`src/hdl/qrs_pkg.sv`:
```
// Shared types, widths and codes for the quadratic root solver.
package qrs_pkg;

    localparam int COEF_W    = 16;
    localparam int COEF_FRAC = 8;
    localparam int OUT_FRAC  = 16;
    localparam int PROD_W    = 2 * COEF_W;
    localparam int DISC_W    = 2 * COEF_W + 2;
    localparam int NEGB_W    = COEF_W + OUT_FRAC - COEF_FRAC + 1;
    localparam int SHIFT     = 2 * (OUT_FRAC - COEF_FRAC);
    localparam int SQ_W      = (DISC_W - 1 + SHIFT + 1) / 2;
    localparam int RAD_W     = 2 * SQ_W;
    localparam int REM_W     = SQ_W + 2;
    localparam int NUM_W     = ((NEGB_W > SQ_W) ? NEGB_W : SQ_W) + 2;
    localparam int DVD_W     = NUM_W + COEF_FRAC;
    localparam int DSR_W     = COEF_W + 1;
    localparam int ROOT_W    = 32;

    typedef enum logic [1:0] {
        KIND_TWO   = 2'd0,
        KIND_ONE   = 2'd1,
        KIND_CPLX  = 2'd2,
        KIND_AZERO = 2'd3
    } t_kind;

    typedef struct packed {
        t_kind                      kind;
        logic signed [DISC_W-1:0]   disc;
        logic signed [NEGB_W-1:0]   negb;
        logic                       a_neg;
        logic        [DSR_W-1:0]    dmag;
    } t_sq_tag;

    typedef struct packed {
        t_kind                      kind;
        logic signed [DISC_W-1:0]   disc;
        logic                       neg1;
        logic                       neg2;
    } t_dv_tag;

endpackage

```
`src/hdl/qrs_disc.sv`:
```
// Discriminant stages: products, then b*b-4ac, kind and square root radicand.
module qrs_disc (
    input  logic                                i_clk,
    input  logic                                i_rst_n,
    input  logic                                i_vld,
    input  logic signed [qrs_pkg::COEF_W-1:0]   i_a,
    input  logic signed [qrs_pkg::COEF_W-1:0]   i_b,
    input  logic signed [qrs_pkg::COEF_W-1:0]   i_c,
    output logic                                o_vld,
    output logic        [qrs_pkg::RAD_W-1:0]    o_rad,
    output qrs_pkg::t_sq_tag                    o_tag
);

    logic                                r_vld1;
    logic signed [qrs_pkg::PROD_W-1:0]   r_bb;
    logic signed [qrs_pkg::PROD_W-1:0]   r_ac;
    logic signed [qrs_pkg::COEF_W-1:0]   r_a;
    logic signed [qrs_pkg::COEF_W-1:0]   r_b;

    logic signed [qrs_pkg::DISC_W-1:0]   n_disc;
    logic        [qrs_pkg::DISC_W-1:0]   n_absd;
    logic signed [qrs_pkg::DSR_W-1:0]    n_a2;
    qrs_pkg::t_sq_tag                    n_tag;
    logic        [qrs_pkg::RAD_W-1:0]    n_rad;

    always_ff @(posedge i_clk) begin
        if (!i_rst_n) begin
            r_vld1 <= 1'b0;
            o_vld  <= 1'b0;
        end else begin
            r_vld1 <= i_vld;
            o_vld  <= r_vld1;
        end
    end

    always_ff @(posedge i_clk) begin
        r_bb  <= i_b * i_b;
        r_ac  <= i_a * i_c;
        r_a   <= i_a;
        r_b   <= i_b;
        o_tag <= n_tag;
        o_rad <= n_rad;
    end

    always_comb begin
        n_disc = {{2{r_bb[qrs_pkg::PROD_W-1]}}, r_bb} - {r_ac, 2'b00};
        n_absd = n_disc[qrs_pkg::DISC_W-1] ? -n_disc : n_disc;
        n_a2   = {r_a, 1'b0};
        n_rad  = {{(qrs_pkg::RAD_W - qrs_pkg::DISC_W - qrs_pkg::SHIFT + 1){1'b0}},
                  n_absd[qrs_pkg::DISC_W-2:0], {qrs_pkg::SHIFT{1'b0}}};
        n_tag.disc  = n_disc;
        n_tag.negb  = -$signed({r_b[qrs_pkg::COEF_W-1], r_b,
                                {(qrs_pkg::OUT_FRAC - qrs_pkg::COEF_FRAC){1'b0}}});
        n_tag.a_neg = r_a[qrs_pkg::COEF_W-1];
        n_tag.dmag  = n_a2[qrs_pkg::DSR_W-1] ? -n_a2 : n_a2;
        if (r_a == '0) begin
            n_tag.kind = qrs_pkg::KIND_AZERO;
        end else if (n_disc[qrs_pkg::DISC_W-1]) begin
            n_tag.kind = qrs_pkg::KIND_CPLX;
        end else if (n_disc == '0) begin
            n_tag.kind = qrs_pkg::KIND_ONE;
        end else begin
            n_tag.kind = qrs_pkg::KIND_TWO;
        end
    end

endmodule

```
`config.mk`:
```
export PLATFORM = sky130hd
export DESIGN_NAME = qrs_disc
export DESIGN_NICKNAME = d
export VERILOG_FILES = /design/src/hdl/qrs_pkg.sv /design/src/hdl/qrs_disc.sv
export SDC_FILE = /design/constraint.sdc
export NUM_CORES = 2
export LEC_CHECK = 0
export ABC_CLOCK_PERIOD_IN_PS = 8300
export BUFFER_PORTS_ARGS = -buffer_cell sky130_fd_sc_hd__buf_2
export CAP_MARGIN = 20
export CORE_MARGIN = 10
export CORE_UTILIZATION = 40
export DETAILED_ROUTE_END_ITERATION = 8
export PLACE_DENSITY_LB_ADDON = 0.2
export SYNTH_ARGS = -nofsm -noshare
export SYNTH_HDL_FRONTEND = slang
export SYNTH_SLANG_ARGS = --single-unit
```
`constraint.sdc`:
```
create_clock -name i_clk -period 8.3 [get_ports i_clk]
set_input_delay 1.66 -clock i_clk [delete_from_list [all_inputs] [get_ports i_clk]]
set_output_delay 1.66 -clock i_clk [all_outputs]
set_load 0.005 [all_outputs]
```
==> impl_metrics.yaml <==
clock_tree:
  cts_tree: "yes"
  clock-root-buffer: "clkbuf_16"
  clk_path_buf_depth: 2
  cts_buffers: 17
  insertion_delay_ps: 510
  htreeDepth: 4
  clk_pin_slew_worst_paths_ps: 80
  post-cts-setup-buffer-count: 0
  cts_hold_buf: 0
  cts-resized-gates: 0
  cts_sinks: 196
global_routing:
  grt_usage: 0.171
  grtUsageMet2: 0.294
  grt_max_degree: 22
  grt-busiest-layer: "met2"
  grt_overflow: 0
  grt_use_met3: 0.0312
  grt_first_pass_wirelength_um: 102000
  use_met1: 0.219
  grt_pass1_vias: 19900
  antenna_found_initial: 1
worst_setup_path:
  critical_path.most_common_cell: "fa_1"
  rrSetupSlack_ps: 3460
  start_kind: "input port"
  cp_slowest_cell: "fa_1"
  critPathCaptureType: "flip-flop"
  path_class: "in2reg"
  crit_fanout: 14
  required_ps: 8680
  slowest_delay_ps: 510
  cp_data_arrival_time_ps: 8110
worst_hold_path:
  hp-class: "reg2reg"
detailed_routing:
  ant_nets: 0
  drt-initial-drc-count: 803
  drtPass1Iterations: 6
  via_per_inst: 4.85
  wirelength_um: 60500
  vias: 18100
  drc: 0
  wire_per_inst_um: 16.2
sta:
  period_needed_ps: 7730
  tightest_slew_ps: 1180
  relSlewSlack: 0.207
  setup_violations: 0
  fin_crit_sh: 0.931
  drv_slew: 0
  rsz0062_at_grt: "false"
  fin_tns_setup_ps: 0
  fmax_mhz: 129
  final.setup_skew_ps: 19.9
  holdWs_ps: 395
  final_hold_viol_count: 0
logic_synthesis:
  synth_seq_cells: 196
  synth_ff_type: "dfxtp_1"
  synth-edff-count: 0
  synthArstFlopShare: 0
  yosys.area.top_type: "fa_1"
  synthCells: 2741
  synth_area_leaders: "fa_1 38%, dfxtp_1 15%, ha_1 9.9%"
  netlist_area_um2: 25800
  yosysUniqueCellTypes: 75
  synth_common_cells: "648 x inv_1, 497 x fa_1, 245 x nand2_1"
  avgSynthCellArea_um2: 9.43
  synth_warnings: 0
  synth_top_area_frac: 0.385
  yosysMostFrequentCell: "inv_1"
  synth-seq-area-share: 0.152
placed_design:
  gp_congestion: 0.850
  place_hpwl_um: 51400
  place_area_um2: 27500
  io_buffers: 153
floorplan:
  dieArea_um2: 75200
  floorplan.initialDensity: 0.402
  io_pins: 181
  core_area_um2: 64200
  chipWidth_um: 274
  rows: 93
  fp.dieH_um: 274
finish:
  fin_nets: 3613
  area_growth_pct: 8.64
  design_area_um2: 28100
  drive_gt1_frac: 0.0804
run:
  drv_cap: 0
run_status:
  run_status: "finished, final reports clean"
## critical path, delay by kind of cell
kind | cells | cell delay, ps
simple gates | 4 | 780
fa+ha+maj | 7 | 3130
xor+xnor | 2 | 320
buf+inv | 6 | 780
compound gates | 6 | 1440
## flip-flops by register name (all words and copies together) (netlist names)
register / count
o_rad: 32
o_tag: 68
o_vld: 1
r_a: 16
r_ac: 32
r_b: 16
r_bb: 30
r_vld1: 1
## final timing paths
path	from	end	cells after the start
worst max-delay path	i_b[3]	r_bb[31]$_DFF_P_	25
worst min-delay path	r_a[0]$_DFF_P_	o_tag[1]$_DFF_P_	0
worst max register to register	r_ac[14]$_DFF_P_	o_rad[43]$_DFF_P_	12
worst min register to register	r_a[0]$_DFF_P_	o_tag[1]$_DFF_P_	0
## layout by cell type (no fill, tap or decap), drive strengths merged, types with 6 or more instances in the layout
cell,netlist,layout
or3,9,9
a31o,7,7
a31oi,12,12
a21o,36,36
clkinv,1,6
o21ai,48,48
xnor2,118,118
nor2,102,102
ha,205,205
o31ai,13,13
o21a,8,8
nand3,18,18
nor3,30,30
fa,497,497
o21bai,14,14
nand2b,23,23
and3,14,14
or2,7,7
xor2,43,43
nand2,245,245
buf,38,174
conb,1,27
inv,649,657
clkbuf,62,18
dfxtp,196,196
and2,169,169
nor4,11,11
a21oi,79,79
## cell families after synthesis
family | Yosys count | share of synthesized area
buf+inv | 750 | 0.114
fa+ha+maj | 702 | 0.484
simple gates | 655 | 0.125
compound gates | 273 | 0.0700
flops | 196 | 0.152
xor+xnor | 161 | 0.0546
mux | 3 | 0.00121
other cells | 1 | 0.000145
## metal layers
metal	vias up	share of wire	routed length, um
met5	-	0	0
met4	0	0.017	1000
met2	345	0.50	30200
met1	9201	0.43	26200
met3	66	0.051	3110
li1	8481	-	-
## layout make-up
type	instances	area [um2]
tap	855	1070
inverter	650	2440
multi-input combinational	1821	19100
sequential	196	3920
clock inverter	14	174
antenna	1	2.50
timing repair buffer	174	936
fill	6407	36200
clock buffer	18	439
## stage by stage
step / cells / worst slack [ps] / utilization
finish: 3729 / 571 / 0.437
global route: 3728 / 181 / 0.437
CTS: 3728 / 693 / 0.437
detailed placement: 3696 / 147 / 0.428
global placement: 3696 / 309 / 0.428
floorplan: 2767 / 802 / -
Power is not shown: default switching activity piles up to over one toggle a cycle in this logic, so the estimate is an artifact.
