[config.mk]
export PLATFORM = sky130hd
export DESIGN_NAME = qrs_sqrt
export DESIGN_NICKNAME = d
export VERILOG_FILES = /design/src/hdl/qrs_pkg.sv /design/src/hdl/qrs_sqrt.sv
export SDC_FILE = /design/constraint.sdc
export NUM_CORES = 2
export LEC_CHECK = 0
export ABC_AREA = 1
export BUFFER_PORTS_ARGS = -buffer_cell sky130_fd_sc_hd__buf_2
export CAP_MARGIN = 5
export CORE_UTILIZATION = 50
export DETAILED_ROUTE_END_ITERATION = 10
export PLACE_DENSITY = 0.66
export SYNTH_ARGS = -nofsm -noshare
export SYNTH_HDL_FRONTEND = slang
export SYNTH_MEMORY_MAX_BITS = 65536
export SYNTH_SLANG_ARGS = --single-unit
[constraint.sdc]
create_clock -name i_clk -period 3.5 [get_ports i_clk]
set_input_delay 0.525 -clock i_clk [delete_from_list [all_inputs] [get_ports i_clk]]
set_output_delay 0.525 -clock i_clk [all_outputs]
set_load 0.01 [all_outputs]
[src/hdl/qrs_pkg.sv]
// Shared types, widths and codes for the quadratic root solver.
package qrs_pkg;

    localparam int COEF_W    = 16;
    localparam int COEF_FRAC = 8;
    localparam int OUT_FRAC  = 16;
    localparam int PROD_W    = 2 * COEF_W;
    localparam int DISC_W    = 2 * COEF_W + 2;
    localparam int NEGB_W    = COEF_W + OUT_FRAC - COEF_FRAC + 1;
    localparam int SHIFT     = 2 * (OUT_FRAC - COEF_FRAC);
    localparam int SQ_W      = (DISC_W - 1 + SHIFT + 1) / 2;
    localparam int RAD_W     = 2 * SQ_W;
    localparam int REM_W     = SQ_W + 2;
    localparam int NUM_W     = ((NEGB_W > SQ_W) ? NEGB_W : SQ_W) + 2;
    localparam int DVD_W     = NUM_W + COEF_FRAC;
    localparam int DSR_W     = COEF_W + 1;
    localparam int ROOT_W    = 32;

    typedef enum logic [1:0] {
        KIND_TWO   = 2'd0,
        KIND_ONE   = 2'd1,
        KIND_CPLX  = 2'd2,
        KIND_AZERO = 2'd3
    } t_kind;

    typedef struct packed {
        t_kind                      kind;
        logic signed [DISC_W-1:0]   disc;
        logic signed [NEGB_W-1:0]   negb;
        logic                       a_neg;
        logic        [DSR_W-1:0]    dmag;
    } t_sq_tag;

    typedef struct packed {
        t_kind                      kind;
        logic signed [DISC_W-1:0]   disc;
        logic                       neg1;
        logic                       neg2;
    } t_dv_tag;

endpackage

[src/hdl/qrs_sqrt.sv]
// Pipelined floor square root, one root bit per stage.
module qrs_sqrt (
    input  logic                              i_clk,
    input  logic                              i_rst_n,
    input  logic                              i_vld,
    input  logic [qrs_pkg::RAD_W-1:0]         i_rad,
    input  qrs_pkg::t_sq_tag                  i_tag,
    output logic                              o_vld,
    output logic [qrs_pkg::SQ_W-1:0]          o_root,
    output qrs_pkg::t_sq_tag                  o_tag
);

    localparam int N = qrs_pkg::SQ_W;

    logic                          r_vld  [N];
    logic [qrs_pkg::REM_W-1:0]     r_rem  [N];
    logic [qrs_pkg::SQ_W-1:0]      r_root [N];
    logic [qrs_pkg::RAD_W-1:0]     r_rad  [N];
    qrs_pkg::t_sq_tag              r_tag  [N];

    for (genvar k = 0; k < N; k++) begin : g_stage
        logic                          p_vld;
        logic [qrs_pkg::REM_W-1:0]     p_rem;
        logic [qrs_pkg::SQ_W-1:0]      p_root;
        logic [qrs_pkg::RAD_W-1:0]     p_rad;
        qrs_pkg::t_sq_tag              p_tag;
        logic [qrs_pkg::REM_W-1:0]     n_cur;
        logic [qrs_pkg::REM_W-1:0]     n_trial;
        logic                          n_bit;

        if (k == 0) begin : g_first
            assign p_vld  = i_vld;
            assign p_rem  = '0;
            assign p_root = '0;
            assign p_rad  = i_rad;
            assign p_tag  = i_tag;
        end else begin : g_next
            assign p_vld  = r_vld[k-1];
            assign p_rem  = r_rem[k-1];
            assign p_root = r_root[k-1];
            assign p_rad  = r_rad[k-1];
            assign p_tag  = r_tag[k-1];
        end

        always_comb begin
            n_cur   = {p_rem[qrs_pkg::REM_W-3:0], p_rad[qrs_pkg::RAD_W-1 -: 2]};
            n_trial = {p_root, 2'b01};
            n_bit   = (n_cur >= n_trial);
        end

        always_ff @(posedge i_clk) begin
            if (!i_rst_n) begin
                r_vld[k] <= 1'b0;
            end else begin
                r_vld[k] <= p_vld;
            end
        end

        always_ff @(posedge i_clk) begin
            r_rem[k]  <= n_bit ? n_cur - n_trial : n_cur;
            r_root[k] <= {p_root[qrs_pkg::SQ_W-2:0], n_bit};
            r_rad[k]  <= {p_rad[qrs_pkg::RAD_W-3:0], 2'b00};
            r_tag[k]  <= p_tag;
        end
    end

    assign o_vld  = r_vld[N-1];
    assign o_root = r_root[N-1];
    assign o_tag  = r_tag[N-1];

endmodule

==> results_dict.tcl <==
set metrics [dict create \
    synthArstFlopShare_pct 0 \
    rsz0062_at_grt "false" \
    nFillCells 18250 \
    io_buffers 236 \
    syn_nets 11920 \
    wirelength_um 251400 \
    area_delta_synth_final_pct 15.57 \
    required_ns 4.20 \
    wl_per_cell_um 16.60 \
    top_level_ports 237 \
    hold_viol 0 \
    placedCellCount 14420 \
    clkLatencyLatePin_ns 0.96 \
    hold_depth 2 \
    grt_use_met2_pct 39.50 \
    synth_most_common_cell "dfxtp_1" \
    fin_setup_tns_ns 0 \
    ir_drop_v 0.0006444 \
    relSlewSlack_pct 48.05 \
    r2r_cells 14 \
    worst_pin_slew_ns 0.7710 \
    worstHoldStart "i_tag[62]" \
    drtAntennaViolNets 0 \
    layout_min_cycle_time_ns 2.941 \
    drv_cap 0 \
    critical_path_arrival_ns 3.64 \
    synth_cells 11430 \
    core_um2 212700 \
    dieArea_um2 216600 \
    power_density_nw_per_um2 792.4 \
    grt_pass1_wl_um 389000 \
    stdcell_count 15140 \
    whs_ns 0.2029 \
    initial_core_util_pct 50.47 \
    cp-end-kind "register" \
    yosys_warnings 0 \
    drt_pre_antenna_iters 6 \
    period_share_pct 84.04 \
    grt_antenna_before_repair 13 \
    fmax_mhz 340.0 \
    grt.busiest_layer "met2" \
    timing.rr.end "r_rem[1][190]" \
    cts_max_level 5 \
    r2r_setup_slack_ns 0.56 \
    met1_usage_pct 28.93 \
    critical_path_class "register to register" \
    status "complete, no violations" \
    finalMaxSlewViolations 0 \
    synth_area_leaders "dfxtp_1, nand2_1, inv_1" \
    yosys_register_bits 3492 \
    row_count 169 \
    synth-edff-count 0 \
    grtUsageMet3_pct 2.926 \
    reg2reg_from "r_root[3][53]" \
    root_buffer "clkbuf_16" \
    gp_congestion 0.9182 \
    hpwl_um 186200 \
    die_h_um 465.4 \
    grtUsageTotal_pct 22.94 \
    synthTopCellsByCount "dfxtp_1, nand2_1, inv_1" \
    critPathMaxFanout 19 \
    grt_max_degree 31 \
    leakage_nw 61.85 \
    hp-class "input pin to register" \
    cts_buffers 337 \
    vias_per_cell 4.664 \
    cts.clk_slew.worst_paths_ns 0.06 \
    start_kind "register" \
    syn_area_um2 107400 \
    grt-ovfl-total 0 \
    finClkSkew_ns 0.1048 \
    drive_above_1_share_pct 8.210 \
    nets 12560 \
    yosysSeqAreaShare_pct 65.11 \
    yosysUniqueCellTypes 52 \
    syn_avg_cell_area_um2 9.391 \
    max-clock-path-buffers 4 \
    cts.sinks 3492 \
    synth_top_area_share_pct 65.11 \
    drt_iter0_drc 4253 \
    vias 70620 \
    utilization_pct 58.33 \
    die_w_um 465.4 \
    hold_end "r_tag[0][62]" \
    yosysTopAreaCell "dfxtp_1" \
    drc 0 \
    grt_pass1_vias 70540 \
    synthFlopType "dfxtp_1" \
    cts_tree "done" \
    setup_viol 0 \
]
## worst max-delay path, stage by stage, from the launching register on
cell and delay (ns):
dfxtp_1 0.49, inv_1 0.09, ha_1 0.34, nand2_1 0.13, inv_1 0.05, nand2_1 0.06
nand2_1 0.08, inv_1 0.07, nand2_2 0.11, nand2_1 0.08, nand2_1 0.14, nand2_1 0.14
nand2_2 0.07, buf_4 0.23, o21ai_0 0.65
## stage by stage
| stage | setup WS (ns) | instance area (um2) | total power, mW |
|---|---|---|---|
| floorplan | 1.570 | 107400 | 57.02 |
| global placement | 0.6769 | 111500 | 62.65 |
| detailed placement | 0.7023 | 111500 | 62.69 |
| CTS | 0.6476 | 124100 | 99.33 |
| global route | 0.4369 | 124100 | 103.2 |
| finish | 0.5585 | 124100 | 98.31 |
## power by group
part           internal [mW]  switching, mW
clock                   21.5           14.8
sequential              44.0           3.42
combinational           4.88           9.72
total                   70.4           27.9
## worst max-delay path by stage
stage                  start            end  slack [ns]  depth (start not counted)
4_1_cts        r_root[3][53]  r_rem[1][190]        0.65                         14
3_3_place_gp   r_root[4][40]   r_rem[2][67]        0.68                         14
3_5_place_dp   r_root[3][53]  r_rem[1][190]        0.70                         14
2_1_floorplan   r_root[0][0]   r_rem[0][44]        1.57                         10
5_1_grt        r_root[3][53]  r_rem[1][190]        0.44                         14
6_report       r_root[3][53]  r_rem[1][190]        0.56                         14
## cells by family (layout without fill, tap and decap cells)
group	after synthesis	count (layout)	synth area share, %
compound gates	530	530	2.677
xor+xnor	217	217	1.770
fa+ha+maj	351	351	4.091
buf+inv	1788	2671	6.643
flops	3492	3492	65.11
other cells	1	8	0.003493
simple gates	5053	5053	19.70
## metal layers
layer | wire (um) | vias to the layer above | part of all wire, %
met3 | 9798 | 554 | 3.9
met4 | 10400 | 0 | 4.1
met1 | 111400 | 32180 | 44
li1 | - | 36330 | -
met5 | 0 | - | 0
met2 | 119800 | 1557 | 48
## cell usage in the layout, fill, tap and decap left out, drive strengths merged
cell type       n
nand3         539
clkinvlp       16
o21bai         10
o21a            2
nor4            6
ha            351
dlygate4sd3   133
nor2          789
buf           257
xor2          160
dfxtp        3492
a21boi          3
nand2        3318
or2            26
bufinv         30
nand4         200
a21oi         341
o2111ai         3
o21ai         168
diode           7
clkinv         56
nor3           72
inv          1720
and2           15
nand3b         76
and3            5
nor3b           6
conb            1
o211ai          3
clkbuf        459
xnor2          57
nor2b           1
## layout make-up
| class | count | area, um2 | area share (%) |
|---|---|---|---|
| well taps | 2821 | 3530 | 2.845 |
| clock buffers | 459 | 9627 | 7.759 |
| multi-input cells | 6152 | 30320 | 24.44 |
| diodes | 7 | 17.52 | 0.01412 |
| repair buffers | 390 | 2683 | 2.162 |
| flip-flops and latches | 3492 | 69910 | 56.34 |
| clock inverters | 120 | 1598 | 1.288 |
| inverters | 1702 | 6394 | 5.153 |
## flip-flops by register name (all words and copies together) (netlist names)
signal / flops
r_rem: 567
r_vld: 25
r_tag: 1975
r_root: 325
r_rad: 600
## what timing repair did
action | CTS | global route
endpoints found under the hold margin | 155 | 0
hold buffers | 133 | 0
setup endpoints to repair | 0 | 0
gates resized for setup | 0 | 0
buffers inserted | 0 | 0
Power figures use the tool's default switching activity.
